## src/rtl/fgls_sqrt_pipe.sv

```systemverilog
// Pipelined integer square root, one result bit per register stage.
// Floor of the root of an IN_W-bit value, sideband carried alongside. No dependencies.
module fgls_sqrt_pipe #(
    parameter int IN_W   = 31,
    parameter int SIDE_W = 1
) (
    input  logic                      clk,
    input  logic                      rst_n,
    input  logic                      en,
    input  logic                      in_valid,
    input  logic [IN_W-1:0]           radicand,
    input  logic [SIDE_W-1:0]         side_in,
    output logic                      out_valid,
    output logic [(IN_W+1)/2-1:0]     root,
    output logic [SIDE_W-1:0]         side_out
);

    localparam int STEPS = (IN_W + 1) / 2;
    localparam int ACC_W = 2 * STEPS + 1;

    logic [ACC_W-1:0]  v_reg    [STEPS];
    logic [ACC_W-1:0]  res_reg  [STEPS];
    logic [SIDE_W-1:0] side_reg [STEPS];
    logic [STEPS-1:0]  valid_reg;

    logic [ACC_W-1:0]  v_src    [STEPS];
    logic [ACC_W-1:0]  res_src  [STEPS];
    logic [SIDE_W-1:0] side_src [STEPS];
    logic [STEPS-1:0]  valid_src;
    logic [ACC_W-1:0]  v_next   [STEPS];
    logic [ACC_W-1:0]  res_next [STEPS];

    always_comb
    begin
        v_src[0]     = ACC_W'(radicand);
        res_src[0]   = '0;
        side_src[0]  = side_in;
        valid_src[0] = in_valid;
        for (int s = 1; s < STEPS; s++)
        begin
            v_src[s]     = v_reg[s-1];
            res_src[s]   = res_reg[s-1];
            side_src[s]  = side_reg[s-1];
            valid_src[s] = valid_reg[s-1];
        end
    end

    always_comb
    begin
        logic [ACC_W-1:0] bitv;
        logic [ACC_W-1:0] sum;
        logic [ACC_W:0]   diff;
        for (int s = 0; s < STEPS; s++)
        begin
            bitv = ACC_W'(1) << (2 * (STEPS - 1 - s));
            sum  = res_src[s] + bitv;
            diff = {1'b0, v_src[s]} - {1'b0, sum};
            if (diff[ACC_W])
            begin
                v_next[s]   = v_src[s];
                res_next[s] = res_src[s] >> 1;
            end
            else
            begin
                v_next[s]   = diff[ACC_W-1:0];
                res_next[s] = (res_src[s] >> 1) + bitv;
            end
        end
    end

    always_ff @(posedge clk or negedge rst_n)
    begin
        if (!rst_n)
            valid_reg <= '0;
        else if (en)
            valid_reg <= valid_src;
    end

    always_ff @(posedge clk)
    begin
        if (en)
        begin
            for (int s = 0; s < STEPS; s++)
            begin
                v_reg[s]    <= v_next[s];
                res_reg[s]  <= res_next[s];
                side_reg[s] <= side_src[s];
            end
        end
    end

    assign out_valid = valid_reg[STEPS-1];
    assign root      = res_reg[STEPS-1][STEPS-1:0];
    assign side_out  = side_reg[STEPS-1];

endmodule

```

## config.mk

```make
export PLATFORM = sky130hd
export DESIGN_NAME = fgls_sqrt_pipe
export DESIGN_NICKNAME = d
export VERILOG_FILES = /design/src/rtl/fgls_sqrt_pipe.sv
export SDC_FILE = /design/constraint.sdc
export NUM_CORES = 1
export LEC_CHECK = 0
export ABC_CLOCK_PERIOD_IN_PS = 8400
export BUFFER_PORTS_ARGS = -buffer_cell sky130_fd_sc_hd__buf_4
export CAP_MARGIN = 5
export CORE_MARGIN = 1.5
export CORE_UTILIZATION = 40
export DETAILED_ROUTE_END_ITERATION = 10
export GPL_ROUTABILITY_DRIVEN = 1
export SYNTH_ARGS = -nofsm -noshare
export SYNTH_HDL_FRONTEND = slang
export SYNTH_SLANG_ARGS = --single-unit
```

## constraint.sdc

```tcl
create_clock -name clk -period 8.4 [get_ports clk]
set_clock_uncertainty 0.1 [all_clocks]
set_input_delay 1.68 -clock clk [delete_from_list [all_inputs] [get_ports clk]]
set_output_delay 1.68 -clock clk [all_outputs]
set_load 0.02 [all_outputs]
```

* Word-level counts from Yosys, hierarchy flattened
Memory sizes are Yosys's and may differ from the RTL's. Cells that the tools add are included.
Operators by class: add/subtract/negate cells 46, divide/modulo/power cells 0, multiplexer cells 34, reductions and logical operators 0, $mul 0, eq/ne operators 0, order comparisons 0, bitwise logic cells 0, shift operators 0
Operators by type and width (count):
- 33-bit 2-to-1 mux | 31
- 33-bit by 33-bit subtractor with 34-bit output | 15
- 32-bit by 1-bit adder with 33-bit output, second input constant | 1
- 32-bit by 11-bit adder with 33-bit output, second input constant | 1
- 32-bit by 13-bit adder with 33-bit output, second input constant | 1
- 32-bit by 15-bit adder with 33-bit output, second input constant | 1
- 32-bit by 17-bit adder with 33-bit output, second input constant | 1
- 32-bit by 19-bit adder with 33-bit output, second input constant | 1
- 32-bit by 21-bit adder with 33-bit output, second input constant | 1
- 32-bit by 23-bit adder with 33-bit output, second input constant | 1
- 32-bit by 25-bit adder with 33-bit output, second input constant | 1
- 32-bit by 27-bit adder with 33-bit output, second input constant | 1
- 32-bit by 29-bit adder with 33-bit output, second input constant | 1
- 32-bit by 3-bit adder with 33-bit output, second input constant | 1
- 32-bit by 5-bit adder with 33-bit output, second input constant | 1
- 32-bit by 7-bit adder with 33-bit output, second input constant | 1
- 32-bit by 9-bit adder with 33-bit output, second input constant | 1
- 33-bit by 1-bit adder with 33-bit output, second input constant | 1
- 33-bit by 11-bit adder with 33-bit output, second input constant | 1
- 33-bit by 13-bit adder with 33-bit output, second input constant | 1
- 33-bit by 15-bit adder with 33-bit output, second input constant | 1
- 33-bit by 17-bit adder with 33-bit output, second input constant | 1
- 33-bit by 19-bit adder with 33-bit output, second input constant | 1
- 33-bit by 21-bit adder with 33-bit output, second input constant | 1
- other kinds (11) | 12
Storage, ports and cells: output and inout bits 18, register bits 16, RAM bits 1072, memories kept 3, ROM bits 0, latch bits 0, bits of input ports 36
Memories:
- res_reg | depth 16, bits a word 33, rd ports 16, clocked after Yosys merged registers in 0, wr ports 16, line 22 | logic [ACC_W-1:0] res_reg [STEPS];
- v_reg | depth 16, bits a word 33, rd ports 15, clocked after Yosys merged registers in 0, wr ports 16, line 21 | logic [ACC_W-1:0] v_reg [STEPS];
- side_reg | depth 16, bits a word 1, rd ports 16, clocked after Yosys merged registers in 0, wr ports 16, line 23 | logic [SIDE_W-1:0] side_reg [STEPS];

* Depth between registers and ports, before layout
Gate-level depths: netlist (run 1). An unclocked memory read counts as a cell.
depth in word-level cells 4, mapped depth 12

* Least setup slack after synthesis (run 1)
No wires, ideal clock.
kind in2reg, start point in en, end point reg valid_reg[0], stages 3, data required time 8175 ps, setup slack 5534 ps, data arrival time 2641 ps, cells stage by stage clkbuf_1 -> buf_1 -> mux2_2
RTL lines:
- start, declared | line 9 | input logic en,
- end signal, assigned | line 76 | valid_reg <= valid_src;
- end, declared | line 24 | logic [STEPS-1:0] valid_reg;
No word-level cell between the ends.

==> flow_summary.json, run 1 <==
{
  "max-slew-margin-rel_pct": 26.25,
  "initial_utilization_pct": 40.69,
  "clockBufferDepth": 3,
  "grt_overflow_total": 0,
  "worst_pin_slew_ns": 1.106,
  "drc": 0,
  "diodes": 0,
  "seq_area_frac_synth_pct": 66.16,
  "p_switching_uw": 2062,
  "min_path_cells": 0,
  "grt_max_degree": 200,
  "crit_type": "reg2reg",
  "synth-edff-count": 644,
  "path_max_fanout": 19,
  "final_layout_size_suffix_gt1_share_pct": 9.110,
  "numPortBuffers": 53,
  "r2r-end": "v_reg[1][87]$_DFFE_PP_",
  "first_global_vias": 17480,
  "finalNetCount": 2490,
  "ant_nets": 0,
  "rows": 99,
  "die_x_um": 276.1,
  "post_cts_buffers": 0,
  "startpoint_type": "flop",
  "pwr-share-comb_pct": 13.9,
  "antenna_found_initial": 0,
  "min_path_type": "reg2reg",
  "p_leak_uw": 0.01263,
  "p_clk_share_pct": 35.7,
  "setup_viol": 0,
  "hold_slack_ns": 0.3064,
  "tns_ns": 0,
  "synth_area_per_cell_sq_um": 13.43,
  "cts_sinks": 660,
  "fill_cells": 6457,
  "core_sq_mm": 0.07333,
  "via_per_inst": 5.097,
  "die_y_um": 276.1,
  "clkLatencyLatePin_ns": 0.60,
  "powerDensity_mw_per_mm2": 252.8,
  "critPathRequiredTime_ns": 8.63,
  "ys.warnings.count": 0,
  "numCtsBuffers": 71,
  "swShare_pct": 24.25,
  "routed_wirelength_um": 47470,
  "drt_pass1_iterations": 6,
  "cp-startpoint": "v_reg[1][60]$_DFFE_PP_",
  "reg2reg_setup_slack_ns": 5.03,
  "finalHoldViolCount": 0,
  "min_period_ns": 3.371,
  "routabilityCongestion": 0.8913,
  "yosys_most_used_dff": "edfxtp_1",
  "maxCapViolCount": 0,
  "wl_per_cell_um": 14.25,
  "fmax_mhz": 296.7,
  "cts_max_level": 3,
  "synth.distinct_cells": 72,
  "syn_nets": 2392,
  "cts.clk_slew.worst_paths_ns": 0.06,
  "synth_seq_cells": 660,
  "rsz0062_at_grt": "no",
  "drtIter0Drc": 918,
  "status": "completed",
  "boundaryPins": 54,
  "largest_register_ffs": 492,
  "num_vias": 16970,
  "die_area_sq_mm": 0.07623,
  "crit_path_end_kind": "flop",
  "area_delta_synth_final_pct": 12.71,
  "min_period_over_period_pct": 40.13,
  "ff2ff_path_depth": 8,
  "intPower_uw": 6440,
  "min_to": "v_reg[0][139]$_DFFE_PP_",
  "grt_pass1_wl_um": 79460,
  "gr-usage-all-layers_pct": 12.32,
  "slew_viol_final": 0,
  "cts_root_buffer": "clkbuf_16",
  "irDropWorstVdd_mv": 0.1890,
  "dp_hpwl_um": 32350,
  "synth_area_sq_mm": 0.02983,
  "hold_buffers": 0,
  "tritoncts": "yes",
  "hp-start": "v_reg[0][106]$_DFFE_PP_",
  "crit_arrival_ns": 3.60,
  "timing.rr.start": "v_reg[1][60]$_DFFE_PP_",
  "syn_inst": 2222,
  "ctsResizeCount": 0,
  "async_flop_share_pct": 2.424,
  "seqPwrFrac_pct": 50.4
}
-- final cells by class --
| class | instances | area [sq um] | area share, % |
|---|---|---|---|
| tap | 959 | 1200 | 3.568 |
| inverter | 184 | 690.7 | 2.054 |
| sequential | 660 | 19740 | 58.70 |
| timing repair buffer | 60 | 483.0 | 1.436 |
| multi-input combinational | 1343 | 9239 | 27.48 |
| clock inverter | 36 | 391.6 | 1.165 |
| clock buffer | 88 | 1883 | 5.600 |
-- synth_stat cells (all sizes together), types with 9 or more instances --
master	count	area, sq um
edfxtp	644	19340
inv	184	690.7
nor2	159	596.8
ha	134	1677
a21oi	131	655.6
nand2	111	416.7
o21ai	93	465.5
xnor2	93	814.5
xor2	91	797.0
nor3	66	335.3
o21a	53	397.9
mux2	37	416.7
nand3	34	175.2
nand2b	31	193.9
a21o	28	210.2
nor4	27	183.9
or3	25	156.4
nor2b	24	150.1
clkbuf	21	78.83
dfrtp	16	400.4
nand4	15	93.84
buf	14	92.57
o211ai	14	105.1
a211oi	13	97.59
o31ai	12	90.09
or2	12	77.58
a31oi	11	68.82
and2	11	68.82
or4	11	86.33
nand3b	9	67.56
nor3b	9	67.56
-- power groups by stage --
stage               logic [uW]  registers (uW)  clock network (uW)
finish                    1180            4290                3040
global route              1320            4330                3270
global placement          1120            4340                   0
detailed placement        1170            4350                   0
floorplan                  883            4290                   0
CTS                       1180            4290                3150
-- per-stage QoR --
| stage | total power, uW | cell area, sq um | instances | setup slack [ns] | util (%) |
|---|---|---|---|---|---|
| 6_report | 8502 | 33630 | 3330 | 5.030 | 45.86 |
| 4_1_cts | 8612 | 33630 | 3330 | 5.000 | 45.86 |
| 2_1_floorplan | 5171 | 29830 | 2222 | 5.534 | - |
| 3_3_place_gp | 5465 | 31350 | 3206 | 4.524 | 42.75 |
| 3_5_place_dp | 5526 | 31350 | 3206 | 4.466 | 42.75 |
| 5_1_grt | 8916 | 33630 | 3330 | 4.803 | 45.86 |
-- cells by family after synthesis --
| kind of cell | count (synthesis) | synth area share [%] |
|---|---|---|
| other | 1 | 0.01257 |
| AND/OR/NAND/NOR | 569 | 9.620 |
| XOR/XNOR | 184 | 5.402 |
| AO/OA/AOI/OAI | 414 | 8.765 |
| buffers and inverters | 219 | 2.889 |
| adder cells (fa/ha/maj) | 134 | 5.620 |
| flip-flops | 660 | 66.16 |
| multiplexers | 41 | 1.531 |
-- routing by layer --
metal / wire (um) / share of wire (%) / track usage [%]
met1: 19740 / 42 / 13.57
met2: 24240 / 51 / 22.58
met3: 1764 / 3.7 / 2.467
met4: 1727 / 3.6 / 5.964
met5: 0 / 0 / 0
-- worst max-delay path by stage --
| stage | cells past startpoint | end |
|---|---|---|
| 6_report | 8 | v_reg[1][87]$_DFFE_PP_ |
| 2_1_floorplan | 3 | valid_reg[0]$_DFFE_PN0P_ |
| 4_1_cts | 8 | v_reg[1][87]$_DFFE_PP_ |
| 3_3_place_gp | 3 | valid_reg[0]$_DFFE_PN0P_ |
| 5_1_grt | 8 | v_reg[1][87]$_DFFE_PP_ |
| 3_5_place_dp | 3 | valid_reg[0]$_DFFE_PN0P_ |
-- cell usage in the layout (no fill, tap or decap), types with 16 or more instances in the layout --
cell       count
a21o_1        28
nor3_1        64
or3_1         25
buf_4         57
nor2b_1       24
edfxtp_1     644
xnor2_1       93
dfrtp_1       16
nor2_1       159
inv_1        182
o21a_1        53
nand2b_1      31
nand2_1      111
ha_1         134
clkbuf_16     73
o21ai_0       93
mux2_2        37
xor2_1        91
a21oi_1      131
nand3_1       33
nor4_1        26
-- worst max-delay path: stages (launching register included) --
cell and delay (ns):
edfxtp_1 0.43, or4_4 0.55, or4_1 0.43, nor4_1 0.33
and3_1 0.62, inv_2 0.23, and3_1 0.24, a21oi_1 0.11
nand3_1 0.08
Power figures use the tool's default switching activity.
==> run 2, diff against run 1 <==
- ABC_CLOCK_PERIOD_IN_PS: 8400 -> 3450
- clock period: 8.4 -> 3.45 ns (I/O delays scaled with it)
==> run 2 against run 1 <==
Combinational power increased by 150%. Sequential power rose by 140%. Cell count increased by 0.99%. Core utilization increased by 0.48 points. Via count up 0.77%. Worst setup slack worse by 4.9 ns. First-iteration DRC count increased by 7.3%. Die area did not move. Critical path type unchanged. Largest power group unchanged.
==> flow_summary.json, run 2 (synthesis results as in run 1) <==
{
  "rsz0062_at_grt": "no",
  "powerDensity_mw_per_mm2": 613.8,
  "max-slew-margin-rel_pct": 50.02,
  "num_vias": 17100,
  "grt_pass1_wl_um": 81030,
  "final_common_cell": "edfxtp_1",
  "min_period_ns": 3.298,
  "min_period_over_period_pct": 95.58,
  "finalNetCount": 2521,
  "die_y_um": 276.1,
  "cts_root_buffer": "clkbuf_16",
  "die_area_sq_mm": 0.07623,
  "via_per_inst": 5.085,
  "final_layout_size_suffix_gt1_share_pct": 10.19,
  "routed_wirelength_um": 49160,
  "finalHoldViolCount": 0,
  "crit_type": "reg2reg",
  "slew_viol_final": 0,
  "multi_input_area_sq_mm": 0.009234,
  "wl_per_cell_um": 14.62,
  "clockBufferDepth": 3,
  "area_delta_synth_final_pct": 13.89,
  "irDropWorstVdd_mv": 0.3892,
  "numPortBuffers": 53,
  "dp_hpwl_um": 33990,
  "crit_arrival_ns": 3.53,
  "numCtsBuffers": 73,
  "cts.clk_slew.worst_paths_ns": 0.06,
  "cts_sinks": 660,
  "die_x_um": 276.1,
  "first_global_vias": 17260,
  "antenna_found_initial": 0,
  "ctsResizeCount": 0,
  "initial_utilization_pct": 40.69,
  "drtIter0Drc": 985,
  "status": "completed",
  "grt_overflow_total": 0,
  "p_leak_uw": 0.01284,
  "path_max_fanout": 7,
  "drt_pass1_iterations": 7,
  "rows": 99,
  "fill_cells": 6363,
  "startpoint_type": "flop",
  "crit_path_end_kind": "flop",
  "worst_pin_slew_ns": 0.7498,
  "setup_viol": 0,
  "critPathRequiredTime_ns": 3.69,
  "min_path_type": "in2reg",
  "drc": 0,
  "clkLatencyLatePin_ns": 0.60,
  "boundaryPins": 54,
  "routabilityCongestion": 0.8835,
  "diodes": 0,
  "maxCapViolCount": 0,
  "largest_register_ffs": 492,
  "gr-usage-all-layers_pct": 12.65,
  "cts_max_level": 3,
  "grt_max_degree": 110,
  "layout_common_cells": "644 x edfxtp_1, 182 x inv_1, 159 x nor2_1, 134 x ha_1, 131 x a21oi_1",
  "ant_nets": 0,
  "utilization_pct": 46.34,
  "fmax_mhz": 303.2,
  "core_sq_mm": 0.07333,
  "seq_area_sq_mm": 0.01974,
  "tns_ns": 0,
  "tritoncts": "yes"
}
run 2: final timing paths:
check                                          startpoint                   endpoint  slack, ns  cells after the start
worst min register to register    v_reg[0][233]$_DFFE_PP_      v_reg[1][2]$_DFFE_PP_       0.31                      0
worst max-delay path            res_reg[1][138]$_DFFE_PP_    v_reg[1][190]$_DFFE_PP_       0.15                     11
worst max register to register  res_reg[1][138]$_DFFE_PP_    v_reg[1][190]$_DFFE_PP_       0.15                     11
max in group asynchronous                           rst_n   valid_reg[4]$_DFFE_PN0P_       2.69                      2
worst min-delay path                          radicand[3]      v_reg[0][3]$_DFFE_PP_       0.16                      1
min in group asynchronous                           rst_n  valid_reg[15]$_DFFE_PN0P_       0.38                      2
run 2: power breakdown:
group	leakage (uW)	switching (uW)	internal [uW]	total [uW]
Sequential	0.00637	501	9930	10400
Clock	0.00114	2970	4540	7510
Combinational	0.00533	1620	1300	2920
Total	0.0128	5090	15800	20900
run 2: repair_timing:
action,CTS,global route
endpoints found under the hold margin,16,0
hold buffers,1,0
endpoints found under the setup margin,0,13
buffers inserted,0,4
run 2: per-layer routing:
layer | GRT usage (%) | up-vias | wire [um]
li1 | - | 8486 | -
met1 | 13.93 | 8155 | 20280
met2 | 23.50 | 342 | 25520
met3 | 2.603 | 119 | 1710
met4 | 5.412 | 0 | 1650
met5 | 0 | - | 0
run 2: stage by stage:
stage	hold slack, ns	std cells	total power, uW	worst slack (ns)	area, sq um
2_1_floorplan	0.2944	2222	12590	0.6807	29830
3_3_place_gp	0.3006	3230	13360	0.3043	31610
3_5_place_dp	0.3045	3230	13490	0.1691	31610
4_1_cts	0.1202	3359	21120	0.1486	33950
5_1_grt	0.1204	3363	21850	0.003609	33980
6_report	0.1646	3363	20860	0.1524	33980
run 2: cell type report:
cell class / instances / area share [%]
clock inverters: 42 / 1.226
repair buffers: 89 / 2.327
inverters: 184 / 2.033
multi-input cells: 1343 / 27.18
well taps: 959 / 3.531
flip-flops and latches: 660 / 58.09
clock buffers: 86 / 5.612
run 2: critical path, cell delays in order, from the launching register on:
cell and delay, ns:
edfxtp_1 0.36, inv_1 0.06, ha_1 0.34, o21a_1 0.15
o21ai_0 0.14, a211o_1 0.33, o211ai_1 0.45, a2111oi_4 0.13
buf_4 0.18, buf_4 0.14, or4_1 0.49, xnor2_1 0.14
