## src/rtl/fgls_div_pipe.sv

```systemverilog
// Pipelined restoring divider, one quotient bit per register stage.
// Requires num < den * 2^Q_W; carries a sideband word alongside. No dependencies.
module fgls_div_pipe #(
    parameter int NUM_W  = 8,
    parameter int DEN_W  = 8,
    parameter int Q_W    = 8,
    parameter int SIDE_W = 1
) (
    input  logic              clk,
    input  logic              rst_n,
    input  logic              en,
    input  logic              in_valid,
    input  logic [NUM_W-1:0]  num,
    input  logic [DEN_W-1:0]  den,
    input  logic [SIDE_W-1:0] side_in,
    output logic              out_valid,
    output logic [Q_W-1:0]    quo,
    output logic [SIDE_W-1:0] side_out
);

    localparam int REM_W = DEN_W + Q_W;

    logic [REM_W-1:0]  rem_reg  [Q_W];
    logic [DEN_W-1:0]  den_reg  [Q_W];
    logic [Q_W-1:0]    quo_reg  [Q_W];
    logic [SIDE_W-1:0] side_reg [Q_W];
    logic [Q_W-1:0]    valid_reg;

    logic [REM_W-1:0]  rem_src  [Q_W];
    logic [DEN_W-1:0]  den_src  [Q_W];
    logic [Q_W-1:0]    quo_src  [Q_W];
    logic [SIDE_W-1:0] side_src [Q_W];
    logic [Q_W-1:0]    valid_src;
    logic [REM_W-1:0]  rem_next [Q_W];
    logic [Q_W-1:0]    quo_next [Q_W];

    always_comb
    begin
        rem_src[0]   = REM_W'(num);
        den_src[0]   = den;
        quo_src[0]   = '0;
        side_src[0]  = side_in;
        valid_src[0] = in_valid;
        for (int s = 1; s < Q_W; s++)
        begin
            rem_src[s]   = rem_reg[s-1];
            den_src[s]   = den_reg[s-1];
            quo_src[s]   = quo_reg[s-1];
            side_src[s]  = side_reg[s-1];
            valid_src[s] = valid_reg[s-1];
        end
    end

    always_comb
    begin
        logic [REM_W-1:0] trial;
        logic [REM_W:0]   diff;
        for (int s = 0; s < Q_W; s++)
        begin
            trial = REM_W'(den_src[s]) << (Q_W - 1 - s);
            diff  = {1'b0, rem_src[s]} - {1'b0, trial};
            if (diff[REM_W])
            begin
                rem_next[s] = rem_src[s];
                quo_next[s] = quo_src[s];
            end
            else
            begin
                rem_next[s] = diff[REM_W-1:0];
                quo_next[s] = quo_src[s] | (Q_W'(1) << (Q_W - 1 - s));
            end
        end
    end

    always_ff @(posedge clk or negedge rst_n)
    begin
        if (!rst_n)
            valid_reg <= '0;
        else if (en)
            valid_reg <= valid_src;
    end

    always_ff @(posedge clk)
    begin
        if (en)
        begin
            for (int s = 0; s < Q_W; s++)
            begin
                rem_reg[s]  <= rem_next[s];
                quo_reg[s]  <= quo_next[s];
                den_reg[s]  <= den_src[s];
                side_reg[s] <= side_src[s];
            end
        end
    end

    assign out_valid = valid_reg[Q_W-1];
    assign quo       = quo_reg[Q_W-1];
    assign side_out  = side_reg[Q_W-1];

endmodule

```

## config.mk

```make
export PLATFORM = sky130hd
export DESIGN_NAME = fgls_div_pipe
export DESIGN_NICKNAME = d
export VERILOG_FILES = /design/src/rtl/fgls_div_pipe.sv
export SDC_FILE = /design/constraint.sdc
export NUM_CORES = 1
export LEC_CHECK = 0
export BUFFER_PORTS_ARGS = -buffer_cell sky130_fd_sc_hd__buf_2
export CAP_MARGIN = 20
export CORE_AREA = 2 2 138 140
export DETAILED_ROUTE_END_ITERATION = 6
export DIE_AREA = 0 0 140 142
export PLACE_DENSITY = 0.74
export SLEW_MARGIN = 20
export SYNTH_ARGS = -nofsm -noshare
export SYNTH_HDL_FRONTEND = slang
export SYNTH_SLANG_ARGS = --single-unit
```

## constraint.sdc

```tcl
create_clock -name clk -period 2.3 [get_ports clk]
set_input_delay 0.345 -clock clk [delete_from_list [all_inputs] [get_ports clk]]
set_output_delay 0.345 -clock clk [all_outputs]
set_load 0.05 [all_outputs]
```

* Yosys cells after proc, flatten, opt, wreduce, memory -nomap -nowiden
Memory sizes are Yosys's and may differ from the RTL's.
Index checks and enable logic that the tools add are counted.
Widths: inputs -> output; s select.
** Word-level totals
- Memories :: 4
- Output and inout bits :: 10
- Word-level logic and storage cells :: 31
- Input port bits :: 21
- Bits in registers :: 8
- Bits in read-only memories :: 0
- Latch bits :: 0
- Bits in writable memories :: 264
** Memories
- rem_reg :: depth 8, width 16, rd ports 7, clocked after Yosys merged registers in 0, write ports 8, line 23 : logic [REM_W-1:0] rem_reg [Q_W];
- den_reg :: depth 8, width 8, rd ports 7, clocked after Yosys merged registers in 0, write ports 8, line 24 : logic [DEN_W-1:0] den_reg [Q_W];
- quo_reg :: depth 8, width 8, rd ports 8, clocked after Yosys merged registers in 0, write ports 8, line 25 : logic [Q_W-1:0] quo_reg [Q_W];
- side_reg :: depth 8, width 1, rd ports 8, clocked after Yosys merged registers in 0, write ports 8, line 26 : logic [SIDE_W-1:0] side_reg [Q_W];
** Cells by class
- Equality and inequality tests :: 0
- Divide/modulo/power cells :: 0
- $mul :: 0
- $add $sub $neg :: 8
- Multiplexer cells :: 18
- Shift-type cells :: 0
- Bitwise logic cells :: 0
- Reductions and logical operators :: 0
- $lt $le $gt $ge :: 0
** Operator list (count)
- $mux 16 :: 8
- $sub 16x10->17 :: 1
- $sub 16x11->17 :: 1
- $sub 16x12->17 :: 1
- $sub 16x13->17 :: 1
- $sub 16x14->17 :: 1
- $sub 16x8->17 :: 1
- $sub 16x9->17 :: 1
- $sub 8x15->16 :: 1
- $mux 8 :: 1
- $mux 7 :: 1
- $mux 6 :: 1
- $mux 5 :: 1
- $mux 4 :: 1
- $mux 1 :: 3
- $mux 3 :: 1
- $mux 2 :: 1

* Logic depth before layout (Yosys ltp)
Gate-level depths: netlist of the first run.
An unclocked memory read counts as a cell.
- Depth in word-level cells :: 3
- Mapped depth :: 10
- Depth with buffers taken out :: 10

* Least setup slack after synthesis of the first run
OpenSTA, ideal clock, no wires.
- Path kind :: reg2reg
- Start point :: mem rem_reg[1][5] (netlist bit)
- End point :: mem rem_reg[2][15] (netlist bit), data pin
- Data required time :: 2.023 ns
- Setup time :: 0.277 ns
- Clock period less this slack :: 2.502 ns
- Buffers on the path :: 0
- Data arrival time :: 2.226 ns
- Cell stages (with the launch flop) :: 11
- Slack :: -0.202 ns
- Path through :: edfxtp_1 > inv_1 > ha_1 > inv_1 > fa_1 > a211oi_1 > o21bai_1 > a21o_1 > a21o_1 > a2111oi_0 > o32ai_1
** RTL lines (line)
- start, declared :: 23

==> results of run 1 <==
-- layout make-up --
| cell class | instances | area (sq um) |
|---|---|---|
| inverter | 80 | 300.3 |
| clock inverter | 11 | 105.1 |
| timing repair buffer | 141 | 1129 |
| clock buffer | 31 | 605.6 |
| sequential | 219 | 6536 |
| fill | 1170 | 5555 |
| tap | 234 | 292.8 |
| multi-input combinational | 459 | 3931 |
-- synth_stat cells, drive strengths merged, types with 13 or more instances --
| master | count | area share |
|---|---|---|
| o21a | 15 | 0.011 |
| nor2b | 13 | 0.0080 |
| nor3 | 17 | 0.0083 |
| nor2 | 42 | 0.016 |
| xnor2 | 17 | 0.015 |
| xor2 | 18 | 0.015 |
| inv | 80 | 0.029 |
| a21oi | 35 | 0.017 |
| nand2b | 13 | 0.0080 |
| edfxtp | 211 | 0.62 |
| mux2 | 26 | 0.029 |
| nand2 | 45 | 0.017 |
| o21ai | 56 | 0.028 |
| ha | 57 | 0.070 |
-- power groups by stage --
stage / Clock [mW] / Combinational, mW / Sequential, mW
finish: 3.46 / 3.65 / 5.53
global route: 3.72 / 3.98 / 5.59
CTS: 3.56 / 3.16 / 5.49
detailed placement: 0 / 2.82 / 5.55
global placement: 0 / 2.69 / 5.53
floorplan: 0 / 1.96 / 5.52
-- cells in the final DEF, fill, tap and decap left out, drive strengths merged, types with 5 or more instances in the layout --
master	netlist	routed
a21o	10	10
ha	57	57
nand2	45	45
nor2b	13	13
clkbuf	3	32
nand3	7	7
edfxtp	211	211
nor3	17	17
mux2	26	26
nor4	5	5
a211oi	6	6
xnor2	17	17
dlygate4sd3	0	7
o31ai	8	8
o21ai	56	56
dfrtp	8	8
clkinv	0	7
buf	4	133
o31a	5	5
xor2	18	18
nor2	42	42
a31oi	5	5
o21a	15	15
fa	6	6
inv	80	81
a21oi	35	35
nand2b	13	13
-- repair_timing --
| action | CTS | global route |
|---|---|---|
| setup endpoints to repair | 46 | 69 |
| resized for setup | 57 | 73 |
| gates cloned | 2 | 0 |
| endpoints found under the hold margin | 14 | 0 |
| hold buffers | 7 | 0 |
| pin swaps | 25 | 42 |
| buffers inserted | 20 | 29 |
-- worst paths after layout --
kind | start | end | cells after the start
worst max-delay path | rem_reg[1][5] | rem_reg[2][13] | 10
worst min-delay path | side_in | side_reg[0][0] | 1
worst max register to register | rem_reg[1][5] | rem_reg[2][13] | 10
worst min register to register | side_reg[0][0] | side_reg[0][1] | 0
max in group asynchronous | rst_n | valid_reg[7] | 2
min in group asynchronous | rst_n | valid_reg[4] | 2
-- routing by layer --
| metal | track usage | share of wire | routed length (um) |
|---|---|---|---|
| met1 | 0.1805 | 0.38 | 6700 |
| met2 | 0.3324 | 0.55 | 9761 |
| met3 | 0.02826 | 0.040 | 707 |
| met4 | 0.07337 | 0.030 | 537 |
| met5 | 0 | 0 | 0 |
-- cell families (layout without fill, tap and decap cells) --
kind of cell / count (synthesis) / count (layout) / share of synthesized area
fa+ha+maj: 63 / 63 / 0.08178
mux: 28 / 28 / 0.03070
flops: 219 / 219 / 0.6415
other cells: 1 / 3 / 0.0003680
xor+xnor: 35 / 35 / 0.03008
buf+inv: 87 / 263 / 0.03254
compound gates: 161 / 161 / 0.1011
simple gates: 169 / 169 / 0.08202
==> flow_metrics.py, run 1 <==
metrics = {
    "route": {
        "drt_first_pass_iters": 7,
        "drc": 1,
        "wl_per_cell_um": 15.07,
        "via_per_inst": 5.457,
        "vias": 6412,
        "drt_wl_total_um": 17710,
        "postRouteAntennaNets": 0,
        "first_iter_violations": 405,
    },
    "power": {
        "p_leak_nw": 5.025,
        "clockPowerShare": 0.274,
        "p_int_mw": 9.110,
        "power.total_mw": 12.65,
        "power_density_nw_per_um2": 980.5,
        "seqPwrFrac": 0.438,
        "p_switching_mw": 3.537,
        "comb_power_share": 0.289,
        "sw_frac_of_total": 0.2797,
        "peakVddDrop_mv": 0.6528,
    },
    "final_layout": {
        "drive_gt1_frac": 0.3029,
        "antenna_cells": 0,
        "fin_cells": 1175,
        "fin_util": 0.6990,
        "fin_nets": 1008,
        "largest_register_ffs": 111,
        "area_delta_synth_final_pct": 26.60,
        "fin_area_sq_um": 12900,
    },
    "timing": {
        "layout_setup_ws_ps": -162.7,
        "final-hold-violation-count": 0,
        "tns_ps": -760.0,
        "fin_crit_sh": 1.071,
        "finClkSkew_ps": 20.25,
        "max_slew_margin": 0.6056,
        "max_slew.worst_pin.slew_ps": 586.2,
        "final_max_slew_viol_count": 0,
        "hold_ws_ps": 33.02,
        "setup_violations": 14,
        "rsz0062_at_grt": "true",
        "fmax_mhz": 406.1,
        "min_period_ps": 2463,
    },
    "critical_path": {
        "cp-start-kind": "flop",
        "critPathMaxFanout": 3,
        "worst-path-buf-inv": 2,
        "end_kind": "flop",
        "critPathTopFamily": "compound AO/OA/AOI/OAI gates",
        "critPathRequiredTime_ps": 2540,
        "cp.arrival_ps": 2700,
        "crit_path_frequent_cell": "a21o_1",
        "cp_slowest_cell": "edfxtp_1",
        "crit_type": "reg -> reg",
        "path_cells": "inv_1 > ha_2 > inv_2 > fa_2 > a211oi_2 > o21bai_1 > a21o_1 > a21o_1 > a21oi_2 > mux2_4",
        "reg2reg_slack_ps": -160,
        "cp_slowest_stage_delay_ps": 380,
    },
    "place": {
        "dp_hpwl_um": 11090,
        "place_inst": 1076,
        "place_congestion": 0.9069,
        "dp_slack_ps": -198.4,
        "place_area_sq_um": 11130,
        "port-buffer-count": 30,
    },
    "synth": {
        "netlist_area_sq_um": 10190,
        "syn_inst": 763,
        "async_flop_share": 0.03653,
        "ys_seq_elements": 219,
        "avgSynthCellArea_sq_um": 13.35,
        "yosysWarnings": 0,
        "ys_types": 60,
        "ys.flop_type": "edfxtp_1",
        "synth-edff-count": 211,
        "yosysSeqAreaShare": 0.6415,
    },
    "clocking": {
        "path_clk_slew_ps": 60,
        "numCtsBuffers": 23,
        "cts_sinks": 219,
        "clock_latency_ps": 500,
        "cts_tree": "yes",
        "cts_root_buf": "clkbuf_16",
        "max-clock-path-buffers": 3,
        "h-tree-depth": 1,
    },
    "grt": {
        "grt_max_degree": 73,
        "track_usage": 0.1701,
        "grt_pass1_vias": 6378,
        "antenna_found_initial": 0,
        "overflow": 0,
        "grt_pass1_wl_um": 28030,
    },
    "run": {
        "cap_viol_max_count": 0,
    },
    "outcome": {
        "outcome": "finished, violations left",
        "violations": "design-rule violations, negative setup slack",
    },
    "floorplanning": {
        "rows": 50,
        "die-area_sq_um": 19880,
        "fp.coreArea_sq_um": 18460,
        "die_w_um": 140,
        "io-pin-count": 31,
        "start_util": 0.5521,
        "fp.dieH_um": 142,
    },
    "hold_path": {
        "hold_class": "in -> reg",
    },
}
Note: power is estimated with default switching activity, not from simulation.
==> run 2: changes to the inputs <==
--- a/config.mk
+++ b/config.mk
@@ -7,10 +7,10 @@
 export LEC_CHECK = 0
 export BUFFER_PORTS_ARGS = -buffer_cell sky130_fd_sc_hd__buf_2
 export CAP_MARGIN = 20
-export CORE_AREA = 2 2 138 140
+export CORE_AREA = 2 2 174 176
 export DETAILED_ROUTE_END_ITERATION = 6
-export DIE_AREA = 0 0 140 142
-export PLACE_DENSITY = 0.74
+export DIE_AREA = 0 0 176 178
+export PLACE_DENSITY = 0.5
 export SLEW_MARGIN = 20
 export SYNTH_ARGS = -nofsm -noshare
 export SYNTH_HDL_FRONTEND = slang
==> flow_metrics.py, run 2 (synthesis results as in run 1) <==
metrics = {
    "timing": {
        "fin_crit_sh": 1.069,
        "max_slew_margin": 0.6232,
        "final_max_slew_viol_count": 0,
        "setup_violations": 10,
        "layout_setup_ws_ps": -158.3,
        "finClkSkew_ps": 16.97,
        "min_period_ps": 2458,
        "tns_ps": -644.9,
        "rsz0062_at_grt": "true",
        "fmax_mhz": 406.8,
        "final-hold-violation-count": 0,
        "max_slew.worst_pin.slew_ps": 560.1,
    },
    "critical_path": {
        "crit_type": "reg -> reg",
        "end_kind": "flop",
        "cp_slowest_stage_delay_ps": 390,
        "path_cells": "inv_1 > ha_2 > inv_2 > fa_2 > a211oi_2 > o21bai_1 > a21o_1 > a21o_1 > a21oi_2 > mux2_4",
        "reg2reg_slack_ps": -160,
        "cp_slowest_cell": "edfxtp_1",
        "cp.arrival_ps": 2720,
        "ff2ff_path_depth": 10,
        "critPathMaxFanout": 3,
        "crit_path_frequent_cell": "a21o_1",
        "cp-start-kind": "flop",
        "critPathRequiredTime_ps": 2560,
    },
    "final_layout": {
        "fin_area_sq_um": 13510,
        "final_common_cell": "edfxtp_1",
        "seqCellArea_sq_um": 6536,
        "largest_register_ffs": 111,
        "multi_input_area_sq_um": 3861,
        "final.fill_count": 2654,
        "area_delta_synth_final_pct": 32.56,
        "layout_common_cells": "211 x edfxtp_1, 116 x buf_4, 73 x inv_1",
        "drive_gt1_frac": 0.3117,
        "fin_nets": 1051,
        "antenna_cells": 0,
    },
    "floorplanning": {
        "start_util": 0.3466,
        "rows": 63,
        "fp.coreArea_sq_um": 29400,
        "die_w_um": 176,
        "die-area_sq_um": 31330,
        "fp.dieH_um": 178,
        "io-pin-count": 31,
    },
    "clocking": {
        "clock_latency_ps": 520,
        "h-tree-depth": 1,
        "path_clk_slew_ps": 60,
        "cts_sinks": 219,
        "max-clock-path-buffers": 3,
        "numCtsBuffers": 26,
        "cts_root_buf": "clkbuf_16",
        "cts_tree": "yes",
    },
    "route": {
        "drt_first_pass_iters": 4,
        "drt_wl_total_um": 17700,
        "via_per_inst": 4.575,
        "vias": 6290,
        "first_iter_violations": 250,
        "wl_per_cell_um": 12.87,
        "postRouteAntennaNets": 0,
        "drc": 0,
    },
    "grt": {
        "track_usage": 0.1120,
        "grt_max_degree": 40,
        "grt_pass1_wl_um": 28840,
        "grt_pass1_vias": 6312,
        "overflow": 0,
        "antenna_found_initial": 0,
    },
    "power": {
        "peakVddDrop_mv": 0.7616,
        "p_leak_nw": 5.329,
        "power_density_nw_per_um2": 983.3,
    },
    "place": {
        "place_congestion": 0.8508,
        "dp_hpwl_um": 12150,
        "port-buffer-count": 30,
        "place_area_sq_um": 11610,
    },
    "outcome": {
        "outcome": "finished, violations left",
        "violations": "negative setup slack",
    },
    "hold_path": {
        "min_path_cells": 2,
        "hold_class": "in -> reg",
    },
    "run": {
        "cap_viol_max_count": 0,
    },
}
## run 2: cell type report
cell class	count	share of cell area
sequential	219	0.4839
multi-input combinational	459	0.2858
timing repair buffer	181	0.1085
clock buffer	31	0.05113
tap	390	0.03612
inverter	80	0.02223
clock inverter	15	0.01232
## run 2: where the power goes
part / switching, mW / internal [mW] / total, mW
logic: 1.73 / 1.96 / 3.70
clock network: 1.53 / 2.56 / 4.09
registers: 0.326 / 5.17 / 5.49
## run 2: worst paths after layout
path                          startpoint        endpoint
min in group asynchronous          rst_n    valid_reg[0]
max reg2reg                rem_reg[1][5]  rem_reg[2][13]
max in group asynchronous          rst_n    valid_reg[1]
max                        rem_reg[1][5]  rem_reg[2][13]
min                             in_valid    valid_reg[0]
min reg2reg                rem_reg[0][0]   rem_reg[1][0]
## run 2: per-stage QoR
| step | std cells | power, mW | util | hold WS [ps] | worst slack (ps) |
|---|---|---|---|---|---|
| 6_report | 1375 | 13.28 | 0.4594 | 64.98 | -158.3 |
| 5_1_grt | 1375 | 14.06 | 0.4594 | 28.56 | -275.5 |
| 4_1_cts | 1346 | 12.98 | 0.4384 | 23.81 | -154.5 |
| 3_5_place_dp | 1271 | 8.569 | 0.3950 | 200.0 | -192.1 |
| 3_3_place_gp | 1271 | 8.532 | 0.3950 | 191.6 | -208.4 |
| 2_1_floorplan | 765 | 7.479 | - | 49.41 | -16.88 |
## run 2: timing repair
item | in CTS | in global routing
pin swaps | 14 | 30
resized for setup | 41 | 80
hold buffers | 17 | 0
setup buffers | 12 | 27
setup endpoints to repair | 36 | 71
endpoints found under the hold margin | 24 | 0
gates cloned | 0 | 2
## run 2: critical path: cells and delay by family (launching register included)
| family | cells | cell delay [ps] |
|---|---|---|
| adder cells (fa/ha/maj) | 2 | 550 |
| multiplexers | 1 | 300 |
| AO/OA/AOI/OAI | 5 | 820 |
| buffers and inverters | 2 | 120 |
| flip-flops | 1 | 390 |
## run 2: per-layer routing
metal | wire (um) | vias to the layer above | GRT usage
met2 | 9493 | 75 | 0.2195
met1 | 7127 | 2957 | 0.1200
li1 | - | 3218 | -
met3 | 641 | 40 | 0.02259
met4 | 437 | 0 | 0.03512
met5 | 0 | - | 0
